==> src/sv/bfdh_pkg.sv <==
`timescale 1ns / 1ps
// Shared types and constants for the double-hashing bloom filter core.
// No dependencies.
package bfdh_pkg;

    localparam int PADDR_W   = 4;
    localparam int HASH_W    = 64;
    localparam int HCNT_W    = 6;
    localparam int BCNT_W    = 21;
    localparam int DIV_DIGIT = 4;

    localparam logic [1:0] REG_HASH_COUNT  = 2'd0;
    localparam logic [1:0] REG_BIT_COUNT   = 2'd1;
    localparam logic [1:0] REG_INDEX_ORDER = 2'd2;

    localparam logic [HCNT_W-1:0] HCNT_RESET = 6'd1;
    localparam logic [BCNT_W-1:0] BCNT_RESET = 21'd1048576;

    typedef enum logic [1:0] {
        S_CLEAR,
        S_IDLE,
        S_DIV,
        S_CHECK
    } t_state;

    typedef struct packed {
        logic              start;
        logic [HASH_W-1:0] dividend;
    } t_div_req;

endpackage

==> src/sv/bfdh_divider.sv <==
`timescale 1ns / 1ps
// Iterative remainder unit: 64-bit dividend mod an MW-bit divisor, 4 bits a cycle.
// Depends on bfdh_pkg.
module bfdh_divider
    import bfdh_pkg::*;
#(
    parameter int MW = 21
) (
    input  logic          i_clk,
    input  logic          i_rst_n,
    input  t_div_req      i_req,
    input  logic [MW-1:0] i_divisor,
    output logic          o_done,
    output logic [MW-1:0] o_rem
);
    localparam int STEPS = HASH_W / DIV_DIGIT;
    localparam int SCW   = $clog2(STEPS);

    logic              r_busy, n_busy;
    logic              r_done, n_done;
    logic [SCW-1:0]    r_cnt, n_cnt;
    logic [HASH_W-1:0] r_dvd, n_dvd;
    logic [MW-1:0]     r_rem, n_rem;

    always_comb begin
        logic [MW-1:0] t;
        logic [MW:0]   t2;
        n_busy = r_busy;
        n_done = 1'b0;
        n_cnt  = r_cnt;
        n_dvd  = r_dvd;
        n_rem  = r_rem;
        t      = r_rem;
        for (int j = 0; j < DIV_DIGIT; j++) begin
            t2 = {t, r_dvd[HASH_W-1-j]};
            if (t2 >= {1'b0, i_divisor}) begin
                t2 = t2 - {1'b0, i_divisor};
            end
            t = t2[MW-1:0];
        end
        if (i_req.start) begin
            n_busy = 1'b1;
            n_cnt  = '0;
            n_dvd  = i_req.dividend;
            n_rem  = '0;
        end else if (r_busy) begin
            n_rem = t;
            n_dvd = {r_dvd[HASH_W-DIV_DIGIT-1:0], {DIV_DIGIT{1'b0}}};
            n_cnt = r_cnt + 1'b1;
            if (r_cnt == SCW'(STEPS - 1)) begin
                n_busy = 1'b0;
                n_done = 1'b1;
            end
        end
    end

    always_ff @(posedge i_clk) begin
        if (!i_rst_n) begin
            r_busy <= 1'b0;
            r_done <= 1'b0;
            r_cnt  <= '0;
        end else begin
            r_busy <= n_busy;
            r_done <= n_done;
            r_cnt  <= n_cnt;
        end
        r_dvd <= n_dvd;
        r_rem <= n_rem;
    end

    assign o_done = r_done;
    assign o_rem  = r_rem;
endmodule

==> config.mk <==
export PLATFORM = sky130hd
export DESIGN_NAME = bfdh_divider
export DESIGN_NICKNAME = d
export VERILOG_FILES = /design/src/sv/bfdh_pkg.sv /design/src/sv/bfdh_divider.sv
export SDC_FILE = /design/constraint.sdc
export NUM_CORES = 1
export LEC_CHECK = 0
export ABC_AREA = 1
export BUFFER_PORTS_ARGS = -buffer_cell sky130_fd_sc_hd__buf_2
export CORE_MARGIN = 1.5
export CORE_UTILIZATION = 45
export CTS_CLUSTER_SIZE = 40
export DETAILED_ROUTE_END_ITERATION = 7
export HOLD_SLACK_MARGIN = 0.03
export PLACE_DENSITY = 0.74
export SYNTH_ARGS = -nofsm -noshare
export SYNTH_HDL_FRONTEND = slang
export SYNTH_SLANG_ARGS = --single-unit
==> constraint.sdc <==
create_clock -name i_clk -period 8.55 [get_ports i_clk]
set_input_delay 0.4275 -clock i_clk [delete_from_list [all_inputs] [get_ports i_clk]]
set_output_delay 0.4275 -clock i_clk [all_outputs]
set_load 0.05 [all_outputs]
==> metrics.cfg, run 1 <==
[run_status]
status=complete, no violations

[worst_setup_path]
worstRegToRegCells=55
r2r_slack_ps=500
cp-end-kind=flop
start_kind=flop
cp.required_ps=8780
r2r-end=o_rem[2]$_SDFFE_PP0P_
crit_fanout=23
cp.arrival_ps=8270
r2r_start=r_dvd[63]$_DFFE_PP_
max_stage_delay_ps=450
worstSetupPathType=flop to flop
cp_common_cell=nand2_1
cp_slowest_cell=edfxtp_1

[layout]
drive_gt1_share_pct=15.5
fillers=2050
utilization_pct=54.6
syn2layout_area_growth_pct=18.7
layout.nets=1785
antennaDiodeCount=0

[routing]
via_count=9983
wl_mm=30.4
firstDrtPassIters=6
vias_per_cell=5.30
post_drt_wl_per_cell_um=16.1
drc=0
drtAntennaViolNets=0
drtIter0Drc=838

[placement]
port_buffers=109
gp_congestion=1.04
hpwlAfterDp_mm=24.3
preCtsSetupSlack_ps=-198

[timing]
setup_slack_ps=505
maxSlewHeadroom_pct=34.7
fmax_ghz=0.124
worst_pin_slew_ps=978
timing.hold.ws_ps=330
post-route-period-util_pct=94.1
drv_slew=0
period_needed_ps=8050
hold_violations=0
setup_viol=0
skew_ps=8.07

[logic_synthesis]
synth_edf_count=64
synth-simple-area-share_pct=36.2
yosysUniqueCellTypes=43
netlist_instances=1459
synth.yosys.seq_area_share_pct=26.4
synth_area_mm2=0.00934
syn_avg_cell_area_um2=6.40
yosys.area.top_type=nand2_1
muxShareOfSynthArea_pct=0
netlist_top_cells_area=nand2_1 24%, edfxtp_1 21%, ha_1 11%
synthAdderAreaFrac_pct=12.2
ys_warn_count=0
async_flop_share_pct=0
synth_compound_gate_area_share_pct=9.59
syn-num-nets=1636
synth.top_cell.area_share_pct=24.3
synth_seq_cells=91
synth_top_family_by_area=simple AND/OR/NAND/NOR gates
synth_ff_type=edfxtp_1
synth_xor_area_share_pct=6.37

[global_route]
grt_max_degree=69
antenna_found_initial=0
grt_use_total_pct=27.7
grt_pass1_vias=9197
grt_overflow=0
grt_first_pass_wirelength_mm=47.0

[clock_tree]
clkTransAtPathRegs_ps=70
cts_buffers=9
cts_tree=done
cts_sinks=91
hold_buffers=0
clock_path_buffers=2
clk_latency_ps=340
cts_root_buffer=clkbuf_16
htreeDepth=3

[hold_path]
min_path_type=primary input to flop
min_path_cells=3
holdPathEnd=r_busy$_SDFF_PN0_
hp-start=i_rst_n

[floorplanning]
pin_count=110
fp-row-count=52
core_mm2=0.0203
die_area_mm2=0.0216
fp.dieW_um=147
start_util_pct=46.0
die_y_um=147

[job]
maxCapViolations=0

## registers in the layout, indices dropped and copies added (netlist names)
| register | count |
|---|---|
| r_dvd | 64 |
| r_busy | 1 |
| o_rem | 21 |
| r_cnt | 4 |
| o_done | 1 |
## cells in the mapped netlist (2+ instances only)
library cell,n
or2_2,7
inv_2,4
o21bai_1,9
nand2_1,604
buf_4,5
nor2_2,4
nor2_1,81
xor2_1,22
a21o_1,7
or2_1,2
a21oi_1,77
nor4_1,3
nand3b_1,3
o21ai_1,5
buf_2,8
dfxtp_1,27
nand4_1,14
nor3_1,12
o211ai_1,2
inv_1,182
fa_1,4
o21a_1,3
xnor2_1,46
nor2_4,2
clkbuf_1,17
o21ai_0,48
a21boi_0,4
ha_1,85
nand3_1,88
and2_1,2
a31oi_1,4
nand2_2,3
buf_1,2
edfxtp_1,64
## cell usage in the layout, fill, tap and decap left out, types with 3 or more instances in the layout
cell	n
buf_2	109
nand3_1	87
a31oi_1	4
nand3_2	3
o21ai_0	36
xor2_1	22
inv_2	6
a21o_1	7
dfxtp_1	27
xnor2_1	46
nor2_1	79
buf_4	54
nand4_1	14
buf_6	6
or2_2	7
inv_1	180
o21bai_1	9
nor2_2	6
o21a_1	3
a21boi_0	3
ha_4	7
a21oi_1	70
nand2_2	11
inv_6	3
nor3_1	11
clkbuf_16	9
ha_1	73
o21ai_1	15
nand3b_1	3
ha_2	5
nand2_1	596
a21oi_2	7
edfxtp_1	64
## area by class of cell
type	count	area, um2	area share [%]
tap	270	338	3.05
sequential	91	2460	22.2
inverter	187	702	6.33
clock inverter	7	96.3	0.869
multi-input combinational	1149	6230	56.2
clock buffer	9	225	2.03
timing repair buffer	170	1040	9.37
## worst max-delay path by stage
stage	from	endpoint	slack [ps]
after floorplan	o_rem[16]$_SDFFE_PP0P_	o_rem[10]$_SDFFE_PP0P_	1100
after global placement	i_divisor[0]	o_rem[13]$_SDFFE_PP0P_	-110
after detailed placement	i_divisor[0]	o_rem[17]$_SDFFE_PP0P_	-200
after CTS	r_dvd[63]$_DFFE_PP_	o_rem[2]$_SDFFE_PP0P_	50
after global routing	r_dvd[63]$_DFFE_PP_	o_rem[2]$_SDFFE_PP0P_	-60
final	r_dvd[63]$_DFFE_PP_	o_rem[2]$_SDFFE_PP0P_	500
## repair_timing
action                                  4_1_cts  5_1_grt
pin swaps                                     0        5
setup buffers                                 0        2
resized for setup                             2       56
gates cloned                                  0        1
endpoints found under the setup margin       21       21
## critical path: cells and delay by family, from the launching register on
kind / cells / cell delay (ps)
AO/OA/AOI/OAI: 7 / 1100
AND/OR/NAND/NOR: 33 / 3630
buffers and inverters: 10 / 1090
adder cells (fa/ha/maj): 5 / 1610
flip-flops: 1 / 450
## cells by family after synthesis
kind of cell | Yosys count
xor+xnor | 68
fa+ha+maj | 89
flops | 91
compound gates | 163
buf+inv | 220
simple gates | 828
## routing by layer
metal | vias to the layer above | GRT usage, % | part of all wire (%)
li1 | 4970 | - | -
met1 | 4564 | 36.5 | 42
met2 | 391 | 46.6 | 46
met3 | 58 | 3.57 | 7.8
met4 | 0 | 9.65 | 3.7
met5 | - | 0 | 0
## through the flow
stage | cells | area (um2) | TNS, ps
floorplan | 1459 | 9340 | 0
global placement | 1864 | 10500 | -1260
detailed placement | 1864 | 10500 | -3680
CTS | 1880 | 10800 | 0
global route | 1883 | 11100 | -440
finish | 1883 | 11100 | 0
Power of run 1 is left out: the tool's default activity adds up to more than one toggle a clock period on the data nets, which glitch-free logic cannot reach.
==> run 2, diff against run 1 <==
--- a/config.mk
+++ b/config.mk
@@ -6,8 +6,8 @@
 export NUM_CORES = 1
 export LEC_CHECK = 0
 export ABC_AREA = 1
-export BUFFER_PORTS_ARGS = -buffer_cell sky130_fd_sc_hd__buf_2
-export CORE_MARGIN = 1.5
+export BUFFER_PORTS_ARGS = -buffer_cell sky130_fd_sc_hd__clkbuf_2
+export CORE_MARGIN = 5
 export CORE_UTILIZATION = 45
 export CTS_CLUSTER_SIZE = 40
 export DETAILED_ROUTE_END_ITERATION = 7
==> metrics.cfg, run 2 (synthesis gave the netlist of run 1 again) <==
[worst_setup_path]
worstSetupPathType=flop to flop
cp-end-kind=flop
max_stage_delay_ps=450
crit_fanout=18
crit_family=simple AND/OR/NAND/NOR gates
cp.arrival_ps=8260
critPathBufInv=12
cp.required_ps=8790
cp_common_cell=nand2_1
start_kind=flop
cp_slowest_cell=edfxtp_1

[global_route]
grt_overflow=0
grt_use_total_pct=25.5
grt_first_pass_wirelength_mm=47.9
antenna_found_initial=1
grt_pass1_vias=9317
grt_max_degree=69

[floorplanning]
fp.dieW_um=154
die_area_mm2=0.0237
core_mm2=0.0204
pin_count=110
die_y_um=154
fp-row-count=52
start_util_pct=45.9

[hold_path]
min_path_type=primary input to flop

[clock_tree]
clk_latency_ps=350
cts_buffers=9
clkTransAtPathRegs_ps=70
cts_tree=done
cts_root_buffer=clkbuf_16
hold_buffers=0
htreeDepth=3
cts_sinks=91
clock_path_buffers=2

[timing]
worst_pin_slew_ps=989
fin_tns_setup_ps=0
setup_viol=0
skew_ps=9.23
drv_slew=0
post-route-period-util_pct=93.8
maxSlewHeadroom_pct=34.0
fmax_ghz=0.125
setup_slack_ps=529
period_needed_ps=8020
hold_violations=0

[layout]
layout.nets=1808
drive_gt1_share_pct=17.2
antennaDiodeCount=0
mostFrequentLayoutCells=596 x nand2_1, 180 x inv_1, 109 x clkbuf_2
syn2layout_area_growth_pct=21.1
final_common_cell=nand2_1
top_register=r_dvd
largest_register_ffs=64

[placement]
gp_congestion=1.09
port_buffers=109
hpwlAfterDp_mm=25.9
preCtsSetupSlack_ps=13.0

[job]
maxCapViolations=0

[routing]
drtIter0Drc=809
firstDrtPassIters=6
post_drt_wl_per_cell_um=16.8
vias_per_cell=5.26
drtAntennaViolNets=0
wl_mm=31.9
drc=0
via_count=10000

[run_status]
status=complete, no violations

run 2: worst min-delay path, stage by stage:
cell      delay (ps)
clkbuf_2          80
inv_1             60
a211oi_1          50
run 2: what timing repair did:
action	4_1_cts	5_1_grt
setup buffers	0	4
resized for setup	0	69
setup endpoints to repair	0	21
run 2: through the flow:
step                hold WS [ps]  cell area, um2  cells  utilization [%]
global placement             475           10700   1883             52.4
floorplan                    454            9340   1459                -
CTS                          300           11000   1899             53.9
finish                       319           11300   1906             55.6
global route                 322           11300   1906             55.6
detailed placement           485           10700   1883             52.4
run 2: worst paths after layout:
kind,depth (start not counted),from,slack (ps),to
worst min-delay path,3,i_rst_n,320,r_busy$_SDFF_PN0_
worst min register to register,1,r_cnt[0]$_SDFFE_PP0P_,500,r_cnt[0]$_SDFFE_PP0P_
worst max register to register,57,r_dvd[63]$_DFFE_PP_,530,o_rem[7]$_SDFFE_PP0P_
worst max-delay path,57,r_dvd[63]$_DFFE_PP_,530,o_rem[7]$_SDFFE_PP0P_
run 2: layout make-up:
class	instances	area (um2)
Clock buffer	10	229
Clock inverter	6	81.3
Fill cell	1992	9050
Inverter	187	704
Multi-Input combinational cell	1151	6320
Sequential cell	91	2460
Tap cell	270	338
Timing Repair Buffer	191	1180
run 2: layer usage:
layer,track usage [%],up-vias,part of all wire [%]
met3,3.26,79,8.7
met1,35.1,4542,43
li1,-,5028,-
met2,39.8,383,44
met5,0,-,0.022
met4,11.5,2,5.0
Power of run 2 is left out for the same reason.
==> run 3, diff against run 2 <==
--- a/config.mk
+++ b/config.mk
@@ -7,12 +7,13 @@
 export LEC_CHECK = 0
 export ABC_AREA = 1
 export BUFFER_PORTS_ARGS = -buffer_cell sky130_fd_sc_hd__clkbuf_2
-export CORE_MARGIN = 5
+export CORE_MARGIN = 3
 export CORE_UTILIZATION = 45
 export CTS_CLUSTER_SIZE = 40
 export DETAILED_ROUTE_END_ITERATION = 7
 export HOLD_SLACK_MARGIN = 0.03
-export PLACE_DENSITY = 0.74
+export PLACE_DENSITY = 0.76
+export REMOVE_ABC_BUFFERS = 1
 export SYNTH_ARGS = -nofsm -noshare
 export SYNTH_HDL_FRONTEND = slang
 export SYNTH_SLANG_ARGS = --single-unit
==> metrics.cfg, run 3 (synthesis gave the netlist of run 1 again) <==
[clock_tree]
cts_root_buffer=clkbuf_16
cts_buffers=9
clock_path_buffers=2
clk_latency_ps=350
hold_buffers=0
cts_sinks=91
clkTransAtPathRegs_ps=80
htreeDepth=3
cts_tree=done

[floorplanning]
pin_count=110
fp-row-count=52
die_area_mm2=0.0225
die_y_um=150
fp.dieW_um=150
core_mm2=0.0203
start_util_pct=46.0

[layout]
seqCellArea_mm2=0.00246
layout.nets=1893
multi_input_area_mm2=0.00637
final_common_cell=nand2_1
fillers=2033
antennaDiodeCount=0
mostFrequentLayoutCells=590 x nand2_1, 180 x inv_1, 154 x buf_4
largest_register_ffs=64
top_register=r_dvd
utilization_pct=59.6
fin_area_mm2=0.0121
syn2layout_area_growth_pct=29.5
drive_gt1_share_pct=22.0

[global_route]
grt_use_total_pct=27.8
grt_overflow=0
grt_pass1_vias=9629
antenna_found_initial=0
grt_first_pass_wirelength_mm=49.0
grt_max_degree=69

[timing]
drv_slew=0
setup_viol=0
skew_ps=15.8
timing.hold.ws_ps=310
hold_violations=0
post-route-period-util_pct=95.0
maxSlewHeadroom_pct=55.5
fmax_ghz=0.123
worst_pin_slew_ps=668
period_needed_ps=8120

[worst_setup_path]
max_stage_delay_ps=400
cp.arrival_ps=8420
r2r_slack_ps=430
cp-end-kind=flop
crit_fanout=12
critPathBufInv=12
start_kind=flop
cp_slowest_cell=edfxtp_1
crit_family=simple AND/OR/NAND/NOR gates
cp.required_ps=8840
cp_common_cell=nand2_1
worstSetupPathType=flop to flop

[routing]
firstDrtPassIters=5
post_drt_wl_per_cell_um=16.3
via_count=10300
drc=0
vias_per_cell=5.19
drtAntennaViolNets=0
drtIter0Drc=839
wl_mm=32.4

[job]
maxCapViolations=0

[placement]
hpwlAfterDp_mm=25.8
gp_congestion=1.03
port_buffers=109
dpl_cell_area_mm2=0.0112

[hold_path]
min_path_type=primary input to flop

[run_status]
status=complete, no violations

## run 3: what timing repair did
action | 4_1_cts | 5_1_grt
resized for setup | 0 | 96
buffers inserted | 0 | 10
hold endpoints to repair | 0 | 0
endpoints found under the setup margin | 0 | 21
## run 3: stage by stage
stage | cells | TNS (ps) | setup slack, ps
floorplan | 1426 | -2950 | -141
global placement | 1959 | 0 | 25.4
detailed placement | 1959 | -636 | -81.9
finish | 1991 | 0 | 426
global route | 1991 | -2090 | -132
CTS | 1975 | 0 | 100
## run 3: routing by layer
layer | track usage [%] | wire length (um) | vias up | part of all wire [%]
li1 | - | - | 5187 | -
met1 | 35.9 | 13800 | 4654 | 42
met2 | 45.2 | 14500 | 411 | 45
met3 | 5.51 | 2470 | 76 | 7.6
met4 | 12.4 | 1630 | 0 | 5.0
met5 | 0 | 0 | - | 0
## run 3: area by class of cell
cell class	instances	share of cell area, %
clock inverter	7	0.672
sequential	91	20.4
timing repair buffer	276	15.8
clock buffer	9	1.86
tap	270	2.79
inverter	187	5.85
multi-input combinational	1151	52.6
## run 3: tightest hold or removal path, stage by stage
cell and delay, ps:
clkbuf_2 80, inv_1 60, a211oi_1 50
## run 3: final timing paths
check                                 to  cells past startpoint                   from
setup reg to reg  o_rem[15]$_SDFFE_PP0P_                     56    r_dvd[63]$_DFFE_PP_
hold reg to reg    o_rem[3]$_SDFFE_PP0P_                      2  o_rem[3]$_SDFFE_PP0P_
hold / removal         r_busy$_SDFF_PN0_                      3                i_rst_n
setup / recovery  o_rem[15]$_SDFFE_PP0P_                     56    r_dvd[63]$_DFFE_PP_
Power of run 3 is left out for the same reason.
